[src/rtl/format_specifier_parser_macros.svh]
`ifndef FORMAT_SPECIFIER_PARSER_MACROS_SVH
`define FORMAT_SPECIFIER_PARSER_MACROS_SVH

// Same-cycle implication, checked out of reset.
`define FSP_ASSERT_IMM(label, clk, rst_n, ante, cons) \
    label: assert property (@(posedge clk) disable iff (!rst_n) (ante) |-> (cons)) \
        else $error("fsp assertion failed");

// Next-cycle implication, checked out of reset.
`define FSP_ASSERT_NEXT(label, clk, rst_n, ante, cons) \
    label: assert property (@(posedge clk) disable iff (!rst_n) (ante) |=> (cons)) \
        else $error("fsp assertion failed");

`endif

[src/rtl/fsp_pkg.sv]
`timescale 1ns / 1ps
`default_nettype none

package fsp_pkg;

    localparam int WIDTH_BITS = 16;
    localparam logic [15:0] WIDTH_LIMIT =
        (WIDTH_BITS >= 16) ? 16'hFFFF : 16'((64'd1 << WIDTH_BITS) - 64'd1);

    localparam logic [1:0] ST_OK        = 2'd0;
    localparam logic [1:0] ST_NO_PCT    = 2'd1;
    localparam logic [1:0] ST_NO_CONV   = 2'd2;
    localparam logic [1:0] ST_UNSUP     = 2'd3;

    localparam logic [3:0] MOD_NONE = 4'd0;
    localparam logic [3:0] MOD_HH   = 4'd1;
    localparam logic [3:0] MOD_H    = 4'd2;
    localparam logic [3:0] MOD_L    = 4'd3;
    localparam logic [3:0] MOD_LL   = 4'd4;
    localparam logic [3:0] MOD_BIGL = 4'd5;
    localparam logic [3:0] MOD_J    = 4'd6;
    localparam logic [3:0] MOD_Z    = 4'd7;
    localparam logic [3:0] MOD_T    = 4'd8;

    localparam logic [4:0] TY_SCHAR  = 5'd0;
    localparam logic [4:0] TY_UCHAR  = 5'd5;
    localparam logic [4:0] TY_FLOAT  = 5'd10;
    localparam logic [4:0] TY_DOUBLE = 5'd11;
    localparam logic [4:0] TY_LDBL   = 5'd12;
    localparam logic [4:0] TY_CHAR   = 5'd13;
    localparam logic [4:0] TY_WCHAR  = 5'd14;
    localparam logic [4:0] TY_STR    = 5'd15;
    localparam logic [4:0] TY_WSTR   = 5'd16;
    localparam logic [4:0] TY_PTR    = 5'd17;

    localparam logic [7:0] CH_PERCENT = 8'h25;
    localparam logic [7:0] CH_ZERO    = 8'h30;
    localparam logic [7:0] CH_NINE    = 8'h39;
    localparam logic [7:0] CH_H       = 8'h68;
    localparam logic [7:0] CH_L       = 8'h6C;
    localparam logic [7:0] CH_BIGL    = 8'h4C;
    localparam logic [7:0] CH_J       = 8'h6A;
    localparam logic [7:0] CH_Z       = 8'h7A;
    localparam logic [7:0] CH_T       = 8'h74;
    localparam logic [7:0] CH_P       = 8'h70;
    localparam logic [7:0] CH_D       = 8'h64;
    localparam logic [7:0] CH_I       = 8'h69;
    localparam logic [7:0] CH_O       = 8'h6F;
    localparam logic [7:0] CH_U       = 8'h75;
    localparam logic [7:0] CH_X       = 8'h78;
    localparam logic [7:0] CH_BIGX    = 8'h58;
    localparam logic [7:0] CH_E       = 8'h65;
    localparam logic [7:0] CH_BIGE    = 8'h45;
    localparam logic [7:0] CH_G       = 8'h67;
    localparam logic [7:0] CH_BIGG    = 8'h47;
    localparam logic [7:0] CH_A       = 8'h61;
    localparam logic [7:0] CH_BIGA    = 8'h41;
    localparam logic [7:0] CH_F       = 8'h66;
    localparam logic [7:0] CH_BIGF    = 8'h46;
    localparam logic [7:0] CH_C       = 8'h63;
    localparam logic [7:0] CH_S       = 8'h73;

    typedef struct packed {
        logic [1:0]  status;
        logic        width_given;
        logic [15:0] field_width;
        logic        width_overflow;
        logic [3:0]  modifier_code;
        logic [7:0]  conversion_char;
        logic [4:0]  type_code;
    } t_result;

    // {supported, type code}
    function automatic logic [5:0] type_of(input logic [7:0] conv, input logic [3:0] mods);
        logic [4:0] base;
        logic       intlike;
        logic [5:0] r;
        base    = TY_SCHAR;
        intlike = 1'b0;
        r       = 6'd0;
        case (conv) inside
            CH_D, CH_I: begin
                base    = TY_SCHAR;
                intlike = 1'b1;
            end
            CH_O, CH_U, CH_X, CH_BIGX: begin
                base    = TY_UCHAR;
                intlike = 1'b1;
            end
            CH_E, CH_BIGE, CH_G, CH_BIGG, CH_A, CH_BIGA, CH_F, CH_BIGF: begin
                if (mods == MOD_NONE)      r = {1'b1, TY_FLOAT};
                else if (mods == MOD_L)    r = {1'b1, TY_DOUBLE};
                else if (mods == MOD_BIGL) r = {1'b1, TY_LDBL};
            end
            CH_C: begin
                if (mods == MOD_NONE)   r = {1'b1, TY_CHAR};
                else if (mods == MOD_L) r = {1'b1, TY_WCHAR};
            end
            CH_S: begin
                if (mods == MOD_NONE)   r = {1'b1, TY_STR};
                else if (mods == MOD_L) r = {1'b1, TY_WSTR};
            end
            CH_P: begin
                r = {1'b1, TY_PTR};
            end
            default: begin
                r = 6'd0;
            end
        endcase
        if (intlike) begin
            case (mods)
                MOD_HH:   r = {1'b1, base};
                MOD_H:    r = {1'b1, base + 5'd1};
                MOD_NONE: r = {1'b1, base + 5'd2};
                MOD_L:    r = {1'b1, base + 5'd3};
                MOD_LL:   r = {1'b1, base + 5'd4};
                default:  r = 6'd0;
            endcase
        end
        return r;
    endfunction

endpackage

`default_nettype wire

[src/rtl/fsp_if.sv]
`timescale 1ns / 1ps
`default_nettype none

interface fsp_in_if;
    logic       valid;
    logic       ready;
    logic [7:0] spec_byte;
    logic       spec_end;

    modport source (output valid, output spec_byte, output spec_end, input ready);
    modport sink   (input valid, input spec_byte, input spec_end, output ready);
endinterface

interface fsp_out_if;
    logic        valid;
    logic        ready;
    logic [1:0]  status;
    logic        width_given;
    logic [15:0] field_width;
    logic        width_overflow;
    logic [3:0]  modifier_code;
    logic [7:0]  conversion_char;
    logic [4:0]  type_code;

    modport source (output valid, output status, output width_given, output field_width,
                    output width_overflow, output modifier_code, output conversion_char,
                    output type_code, input ready);
    modport sink   (input valid, input status, input width_given, input field_width,
                    input width_overflow, input modifier_code, input conversion_char,
                    input type_code, output ready);
endinterface

`default_nettype wire

[src/rtl/format_specifier_parser.sv]
// A result is registered in the output register, or in the skid register if output is stalled.
// Throughput: one item per cycle while the skid register is empty; the parse state updates in one pass per byte.
// A skid register behind the output register keeps input open while one result waits.
// Reset (i_rst_n low, synchronous) returns the parser to expect-percent and
// empties the output and skid registers.
`timescale 1ns / 1ps
`default_nettype none

`include "format_specifier_parser_macros.svh"

module format_specifier_parser
    import fsp_pkg::*;
(
    input  wire        i_clk,
    input  wire        i_rst_n,
    fsp_in_if.sink     i_in,
    fsp_out_if.source  o_out
);

    localparam logic [2:0] PH_PERCENT = 3'd0;
    localparam logic [2:0] PH_WIDTH   = 3'd1;
    localparam logic [2:0] PH_AFTER_H = 3'd2;
    localparam logic [2:0] PH_AFTER_L = 3'd3;
    localparam logic [2:0] PH_CONV    = 3'd4;
    localparam logic [2:0] PH_SKIP    = 3'd5;

    logic [2:0]  r_phase, n_phase;
    logic [15:0] r_accum, n_accum;
    logic        r_seen, n_seen;
    logic        r_ovf, n_ovf;
    logic [3:0]  r_mod, n_mod;

    logic        r_out_valid, r_skid_valid;
    t_result     r_out, r_skid;

    logic [7:0]  in_byte;
    logic        in_last;
    logic        acc;
    logic        out_take;

    logic [2:0]  upd_phase;
    logic [15:0] upd_accum;
    logic        upd_seen, upd_ovf;
    logic [3:0]  upd_mod;
    logic        res_valid;
    logic [1:0]  res_status;
    logic [7:0]  res_conv;
    logic [4:0]  res_type;
    logic [5:0]  tc;
    logic [3:0]  digit;
    logic [19:0] wsum;
    t_result     res;

    assign in_byte  = i_in.spec_byte;
    assign in_last  = i_in.spec_end;
    assign i_in.ready = !r_skid_valid;
    assign acc      = i_in.valid && !r_skid_valid;
    assign out_take = r_out_valid && o_out.ready;

    // low nibble of an ASCII digit is its value
    assign digit = in_byte[3:0];
    assign wsum  = {1'b0, r_accum, 3'b000} + {3'b000, r_accum, 1'b0} + {16'd0, digit};
    assign tc    = type_of(in_byte, r_mod);

    always_comb begin
        upd_phase  = r_phase;
        upd_accum  = r_accum;
        upd_seen   = r_seen;
        upd_ovf    = r_ovf;
        upd_mod    = r_mod;
        res_valid  = 1'b0;
        res_status = ST_OK;
        res_conv   = 8'd0;
        res_type   = 5'd0;
        case (r_phase)
            PH_PERCENT: begin
                if (in_byte != CH_PERCENT) begin
                    res_valid  = 1'b1;
                    res_status = ST_NO_PCT;
                end else if (in_last) begin
                    res_valid  = 1'b1;
                    res_status = ST_NO_CONV;
                end else begin
                    upd_phase = PH_WIDTH;
                end
            end
            PH_WIDTH: begin
                if (in_byte inside {[CH_ZERO:CH_NINE]}) begin
                    upd_seen = 1'b1;
                    if (wsum > {4'd0, WIDTH_LIMIT}) begin
                        upd_accum = WIDTH_LIMIT;
                        upd_ovf   = 1'b1;
                    end else begin
                        upd_accum = wsum[15:0];
                    end
                end else begin
                    case (in_byte)
                        CH_H: begin
                            upd_mod   = MOD_H;
                            upd_phase = PH_AFTER_H;
                        end
                        CH_L: begin
                            upd_mod   = MOD_L;
                            upd_phase = PH_AFTER_L;
                        end
                        CH_BIGL: begin
                            upd_mod   = MOD_BIGL;
                            upd_phase = PH_CONV;
                        end
                        CH_J: begin
                            upd_mod   = MOD_J;
                            upd_phase = PH_CONV;
                        end
                        CH_Z: begin
                            upd_mod   = MOD_Z;
                            upd_phase = PH_CONV;
                        end
                        CH_T: begin
                            upd_mod   = MOD_T;
                            upd_phase = PH_CONV;
                        end
                        default: begin
                            res_valid  = 1'b1;
                            res_conv   = in_byte;
                            res_status = tc[5] ? ST_OK : ST_UNSUP;
                            res_type   = tc[5] ? tc[4:0] : 5'd0;
                        end
                    endcase
                end
                if (!res_valid && in_last) begin
                    res_valid  = 1'b1;
                    res_status = ST_NO_CONV;
                end
            end
            PH_AFTER_H, PH_AFTER_L: begin
                if (r_phase == PH_AFTER_H && in_byte == CH_H) begin
                    upd_mod   = MOD_HH;
                    upd_phase = PH_CONV;
                    res_valid  = in_last;
                    res_status = ST_NO_CONV;
                end else if (r_phase == PH_AFTER_L && in_byte == CH_L) begin
                    upd_mod   = MOD_LL;
                    upd_phase = PH_CONV;
                    res_valid  = in_last;
                    res_status = ST_NO_CONV;
                end else begin
                    res_valid  = 1'b1;
                    res_conv   = in_byte;
                    res_status = tc[5] ? ST_OK : ST_UNSUP;
                    res_type   = tc[5] ? tc[4:0] : 5'd0;
                end
            end
            PH_CONV: begin
                res_valid  = 1'b1;
                res_conv   = in_byte;
                res_status = tc[5] ? ST_OK : ST_UNSUP;
                res_type   = tc[5] ? tc[4:0] : 5'd0;
            end
            default: begin
                res_valid = 1'b0;
            end
        endcase
    end

    always_comb begin
        res.status          = res_status;
        res.width_given     = upd_seen;
        res.field_width     = upd_accum;
        res.width_overflow  = upd_ovf;
        res.modifier_code   = upd_mod;
        res.conversion_char = res_conv;
        res.type_code       = res_type;
    end

    always_comb begin
        if (in_last) begin
            n_phase = PH_PERCENT;
            n_accum = 16'd0;
            n_seen  = 1'b0;
            n_ovf   = 1'b0;
            n_mod   = MOD_NONE;
        end else begin
            n_phase = res_valid ? PH_SKIP : upd_phase;
            n_accum = upd_accum;
            n_seen  = upd_seen;
            n_ovf   = upd_ovf;
            n_mod   = upd_mod;
        end
    end

    always_ff @(posedge i_clk) begin
        if (!i_rst_n) begin
            r_phase <= PH_PERCENT;
            r_accum <= 16'd0;
            r_seen  <= 1'b0;
            r_ovf   <= 1'b0;
            r_mod   <= MOD_NONE;
        end else if (acc) begin
            r_phase <= n_phase;
            r_accum <= n_accum;
            r_seen  <= n_seen;
            r_ovf   <= n_ovf;
            r_mod   <= n_mod;
        end
    end

    always_ff @(posedge i_clk) begin
        if (!i_rst_n) begin
            r_out_valid  <= 1'b0;
            r_skid_valid <= 1'b0;
        end else if (r_out_valid && !out_take) begin
            if (acc && res_valid) begin
                r_skid_valid <= 1'b1;
            end
        end else if (r_skid_valid) begin
            r_out_valid  <= 1'b1;
            r_skid_valid <= 1'b0;
        end else begin
            r_out_valid <= acc && res_valid;
        end
    end

    always_ff @(posedge i_clk) begin
        if (r_out_valid && !out_take) begin
            if (acc && res_valid) begin
                r_skid <= res;
            end
        end else if (r_skid_valid) begin
            r_out <= r_skid;
        end else if (acc && res_valid) begin
            r_out <= res;
        end
    end

    assign o_out.valid           = r_out_valid;
    assign o_out.status          = r_out.status;
    assign o_out.width_given     = r_out.width_given;
    assign o_out.field_width     = r_out.field_width;
    assign o_out.width_overflow  = r_out.width_overflow;
    assign o_out.modifier_code   = r_out.modifier_code;
    assign o_out.conversion_char = r_out.conversion_char;
    assign o_out.type_code       = r_out.type_code;

    `FSP_ASSERT_IMM(a_skid_behind_out, i_clk, i_rst_n, r_skid_valid, r_out_valid)
    `FSP_ASSERT_NEXT(a_end_clears, i_clk, i_rst_n, acc && in_last,
        r_phase == PH_PERCENT && r_accum == 16'd0 && r_mod == MOD_NONE && !r_seen && !r_ovf)
    `FSP_ASSERT_NEXT(a_stall_to_skid, i_clk, i_rst_n,
        acc && res_valid && r_out_valid && !o_out.ready, r_skid_valid)
    `FSP_ASSERT_IMM(a_ok_has_conv, i_clk, i_rst_n, r_out_valid && r_out.status == ST_OK,
        r_out.conversion_char != 8'd0 && r_out.type_code <= TY_PTR)

endmodule

`default_nettype wire

[src/flat_wrapper.sv]
// flat-port wrapper written by rule: the top's interface ports become plain ports
module format_specifier_parser_flat import fsp_pkg::*;
  (i_clk, i_rst_n, i_in_valid, i_in_spec_byte, i_in_spec_end, i_in_ready, o_out_valid, o_out_status, o_out_width_given, o_out_field_width, o_out_width_overflow, o_out_modifier_code, o_out_conversion_char, o_out_type_code, o_out_ready);
  fsp_in_if i_in_i ();
  fsp_out_if o_out_i ();
  input  wire i_clk;
  input  wire i_rst_n;
  input wire logic [$bits(i_in_i.valid)-1:0] i_in_valid;
  input wire logic [$bits(i_in_i.spec_byte)-1:0] i_in_spec_byte;
  input wire logic [$bits(i_in_i.spec_end)-1:0] i_in_spec_end;
  output wire logic [$bits(i_in_i.ready)-1:0] i_in_ready;
  output wire logic [$bits(o_out_i.valid)-1:0] o_out_valid;
  output wire logic [$bits(o_out_i.status)-1:0] o_out_status;
  output wire logic [$bits(o_out_i.width_given)-1:0] o_out_width_given;
  output wire logic [$bits(o_out_i.field_width)-1:0] o_out_field_width;
  output wire logic [$bits(o_out_i.width_overflow)-1:0] o_out_width_overflow;
  output wire logic [$bits(o_out_i.modifier_code)-1:0] o_out_modifier_code;
  output wire logic [$bits(o_out_i.conversion_char)-1:0] o_out_conversion_char;
  output wire logic [$bits(o_out_i.type_code)-1:0] o_out_type_code;
  input wire logic [$bits(o_out_i.ready)-1:0] o_out_ready;
  assign i_in_i.valid = i_in_valid;
  assign i_in_i.spec_byte = i_in_spec_byte;
  assign i_in_i.spec_end = i_in_spec_end;
  assign i_in_ready = i_in_i.ready;
  assign o_out_valid = o_out_i.valid;
  assign o_out_status = o_out_i.status;
  assign o_out_width_given = o_out_i.width_given;
  assign o_out_field_width = o_out_i.field_width;
  assign o_out_width_overflow = o_out_i.width_overflow;
  assign o_out_modifier_code = o_out_i.modifier_code;
  assign o_out_conversion_char = o_out_i.conversion_char;
  assign o_out_type_code = o_out_i.type_code;
  assign o_out_i.ready = o_out_ready;
  format_specifier_parser u_core (.i_clk(i_clk), .i_rst_n(i_rst_n), .i_in(i_in_i), .o_out(o_out_i));
endmodule
[config.mk]
export PLATFORM = sky130hd
export DESIGN_NAME = format_specifier_parser_flat
export DESIGN_NICKNAME = d
export VERILOG_FILES = /design/src/rtl/fsp_pkg.sv /design/src/rtl/fsp_if.sv /design/src/rtl/format_specifier_parser.sv /design/src/flat_wrapper.sv
export VERILOG_INCLUDE_DIRS = /design/src /design/src/rtl
export SDC_FILE = /design/constraint.sdc
export NUM_CORES = 1
export LEC_CHECK = 0
export ABC_CLOCK_PERIOD_IN_PS = 5700
export BUFFER_PORTS_ARGS = -buffer_cell sky130_fd_sc_hd__buf_2
export CORE_MARGIN = 3
export CORE_UTILIZATION = 30
export CTS_CLUSTER_DIAMETER = 150
export DETAILED_ROUTE_END_ITERATION = 12
export PLACE_DENSITY = 0.46
export SLEW_MARGIN = 20
export SYNTH_ARGS = -nofsm -noshare
export SYNTH_HDL_FRONTEND = slang
export SYNTH_SLANG_ARGS = --single-unit
[constraint.sdc]
create_clock -name i_clk -period 5.7 [get_ports i_clk]
set_clock_uncertainty 0.05 [all_clocks]
set_input_delay 0.855 -clock i_clk [delete_from_list [all_inputs] [get_ports i_clk]]
set_output_delay 0.855 -clock i_clk [all_outputs]
set_load 0.01 [all_outputs]
==> results.py <==
metrics = {
    "power": {
        "irDropWorstVdd_v": 0.000124,
        "power_mw": 1.59,
        "p_per_area_nw_per_um2": 225,
        "p_leak_nw": 2.71,
    },
    "timing": {
        "drv_slew": 0,
        "slew_headroom_pct": 38.3,
        "period_share_pct": 76.4,
        "setup_violations": 0,
        "max_slew.worst_pin.slew_ps": 922,
        "finalWorstSetupSlack_ps": 1340,
        "clock.fmax_mhz": 230,
        "hold_violations": 0,
        "rsz0062_at_grt": "false",
        "period_needed_ps": 4360,
        "tns_ps": 0,
    },
    "detailed_routing": {
        "vias": 5009,
        "firstDrtPassIters": 5,
        "vias_per_cell": 5.35,
        "ant_nets": 0,
        "drt_iter0_drc": 372,
        "drc": 0,
        "routedWlPerCell_um": 18.1,
        "wirelength_mm": 17.0,
    },
    "logic_synthesis": {
        "synth.avg_cell_area_um2": 10.0,
        "synth_enable_flop_cells": 74,
        "syn-num-nets": 674,
        "synthXorXnorAreaFrac_pct": 1.54,
        "synthTopCellsByArea": "edfxtp_1, dfxtp_1, ha_1",
        "async_flop_share_pct": 0,
        "syn_area_um2": 6270,
        "yosys.area_share.simple_pct": 19.5,
        "ys_seq_area_share_pct": 44.1,
        "synthesis.instances": 626,
        "synth_top_family_by_area": "compound AO/OA/AOI/OAI gates",
        "yosysWarnings": 0,
        "yosysUniqueCellTypes": 86,
        "synth_ff_type": "edfxtp_1",
        "synth_mux_area_share_pct": 3.35,
        "synth_compound_area_share_pct": 20.8,
        "yosysTopAreaCellShare_pct": 35.4,
        "yosys.area_share.adder_pct": 7.22,
        "synth_top_cell_by_area": "edfxtp_1",
        "synth_seq_cells": 101,
    },
    "finish": {
        "layout_common_cells": "edfxtp_1, nor2_1, nand2_1, buf_2, a21oi_1",
        "final_area_um2": 7050,
        "diodes": 0,
        "nets": 710,
        "drive_above_1_share_pct": 18.1,
        "synthToLayoutAreaGrowth_pct": 12.5,
        "final_common_cell": "edfxtp_1",
    },
    "global_routing": {
        "grt_pass1_wl_mm": 26.9,
        "grt_pass1_vias": 4996,
        "grt_use_total_pct": 15.2,
        "antenna_found_initial": 0,
        "grt_max_degree": 47,
        "grt_overflow": 0,
    },
    "clock_network": {
        "numCtsBuffers": 9,
        "ctsHoldBuffers": 0,
        "clkTransAtPathRegs_ps": 70,
        "cts_buffer_depth": 2,
        "ctsResizeCount": 0,
        "htree_levels": 3,
        "cts.sinks": 101,
        "root_buffer": "clkbuf_16",
        "cts_setup_buffers": 0,
        "clkLatencyLatePin_ps": 360,
        "cts_tree": "done",
    },
    "floorplanning": {
        "rows": 52,
        "dieHeight_um": 151,
        "die-area_um2": 22700,
        "die_width_um": 151,
        "ios": 52,
        "core_um2": 20400,
        "start_util_pct": 30.8,
    },
    "outcome": {
        "status": "completed",
    },
    "place": {
        "placed_cell_area_um2": 6760,
        "dp_slack_ps": 983,
        "numPortBuffers": 51,
        "gp_congestion": 0.845,
        "hpwl_mm": 12.5,
    },
    "worst_setup_path": {
        "crit_type": "in2reg",
        "endpoint_kind": "flip-flop",
        "worstPathArrival_ps": 4480,
        "crit_path_max_fanout": 18,
        "startpoint_type": "input pin",
        "cp.required_ps": 5830,
    },
    "run": {
        "drv_cap": 0,
    },
    "min_path": {
        "hp-class": "reg2reg",
    },
}
-- flip-flops by register name, indices dropped and copies added (netlist names) --
register	cells
u_core.o_out.status	2
u_core.o_out.field_width	16
u_core.r_skid_valid	1
u_core.r_ovf	1
u_core.o_out.valid	1
u_core.o_out.conversion_char	8
u_core.o_out.type_code	5
u_core.r_seen	1
u_core.o_out.modifier_code	4
u_core.r_skid	37
u_core.o_out.width_given	1
u_core.r_mod	4
u_core.r_phase	3
u_core.r_accum	16
u_core.o_out.width_overflow	1
-- layout make-up --
| cell class | count | area, um2 |
|---|---|---|
| Timing Repair Buffer | 57 | 300 |
| Sequential cell | 101 | 2760 |
| Clock buffer | 9 | 225 |
| Clock inverter | 7 | 68.8 |
| Fill cell | 2100 | 13300 |
| Multi-Input combinational cell | 480 | 3310 |
| Tap cell | 270 | 338 |
| Inverter | 13 | 48.8 |
-- worst max-delay path, stage by stage --
cell	delay (ps)
buf_2	190
fa_1	550
ha_1	300
a21oi_1	80
nand4b_2	300
a2111oi_2	560
nor3_1	170
a221oi_4	810
nor3_2	220
buf_4	240
o31ai_1	200
-- cells by family after synthesis --
| kind of cell | Yosys count |
|---|---|
| AOI/OAI and AO/OA | 183 |
| xor gates and xnor gates | 11 |
| adders and majority gates | 35 |
| buffers and inverters | 45 |
| DFF | 101 |
| muxes | 19 |
| and+or+nand+nor | 232 |
-- where the power goes --
group          total [mW]  internal [mW]  switching, mW
registers           0.831          0.820         0.0114
clock network       0.610          0.307          0.303
logic               0.145         0.0494         0.0956
-- path summary, 6_finish.rpt --
check | cells after the start | slack (ps) | end | from
setup / recovery | 11 | 1340 | u_core.o_out.width_overflow | i_in_spec_byte[3]
hold / removal | 2 | 410 | u_core.r_seen | u_core.r_seen
setup reg to reg | 10 | 1670 | u_core.o_out.width_overflow | u_core.r_accum[0]
hold reg to reg | 2 | 410 | u_core.r_seen | u_core.r_seen
-- routing by layer --
layer / vias up / track usage (%) / routed length, um
met4: 0 / 6.22 / 372
met5: - / 0 / 0
met2: 85 / 26.8 / 8550
li1: 2459 / - / -
met3: 22 / 1.69 / 454
met1: 2443 / 19.0 / 7600
-- Yosys cell counts (all sizes together) (4+ instances only) --
master	number
a31oi	6
dfxtp	27
nor3b	6
nor4	9
xnor2	7
a211oi	4
edfxtp	74
a21boi	5
ha	33
o31ai	23
nand2	55
a21o	8
nand2b	8
nand3	13
or2	5
a21oi	38
o21ai	37
nor2	70
nor3	12
nor2b	13
or3	4
xor2	4
inv	13
nor4b	11
o31a	5
mux2	16
o21a	5
a2111oi	4
buf	15
o211ai	5
a22oi	17
clkbuf	17
o21bai	4
-- metrics by stage --
stage / std cells / hold WS, ps / utilization (%)
6_report: 937 / 414 / 34.6
5_1_grt: 937 / 454 / 34.6
2_1_floorplan: 626 / 378 / -
3_5_place_dp: 921 / 406 / 33.2
3_3_place_gp: 921 / 400 / 33.1
4_1_cts: 937 / 423 / 34.6
Note: power is estimated with default switching activity, not from simulation.
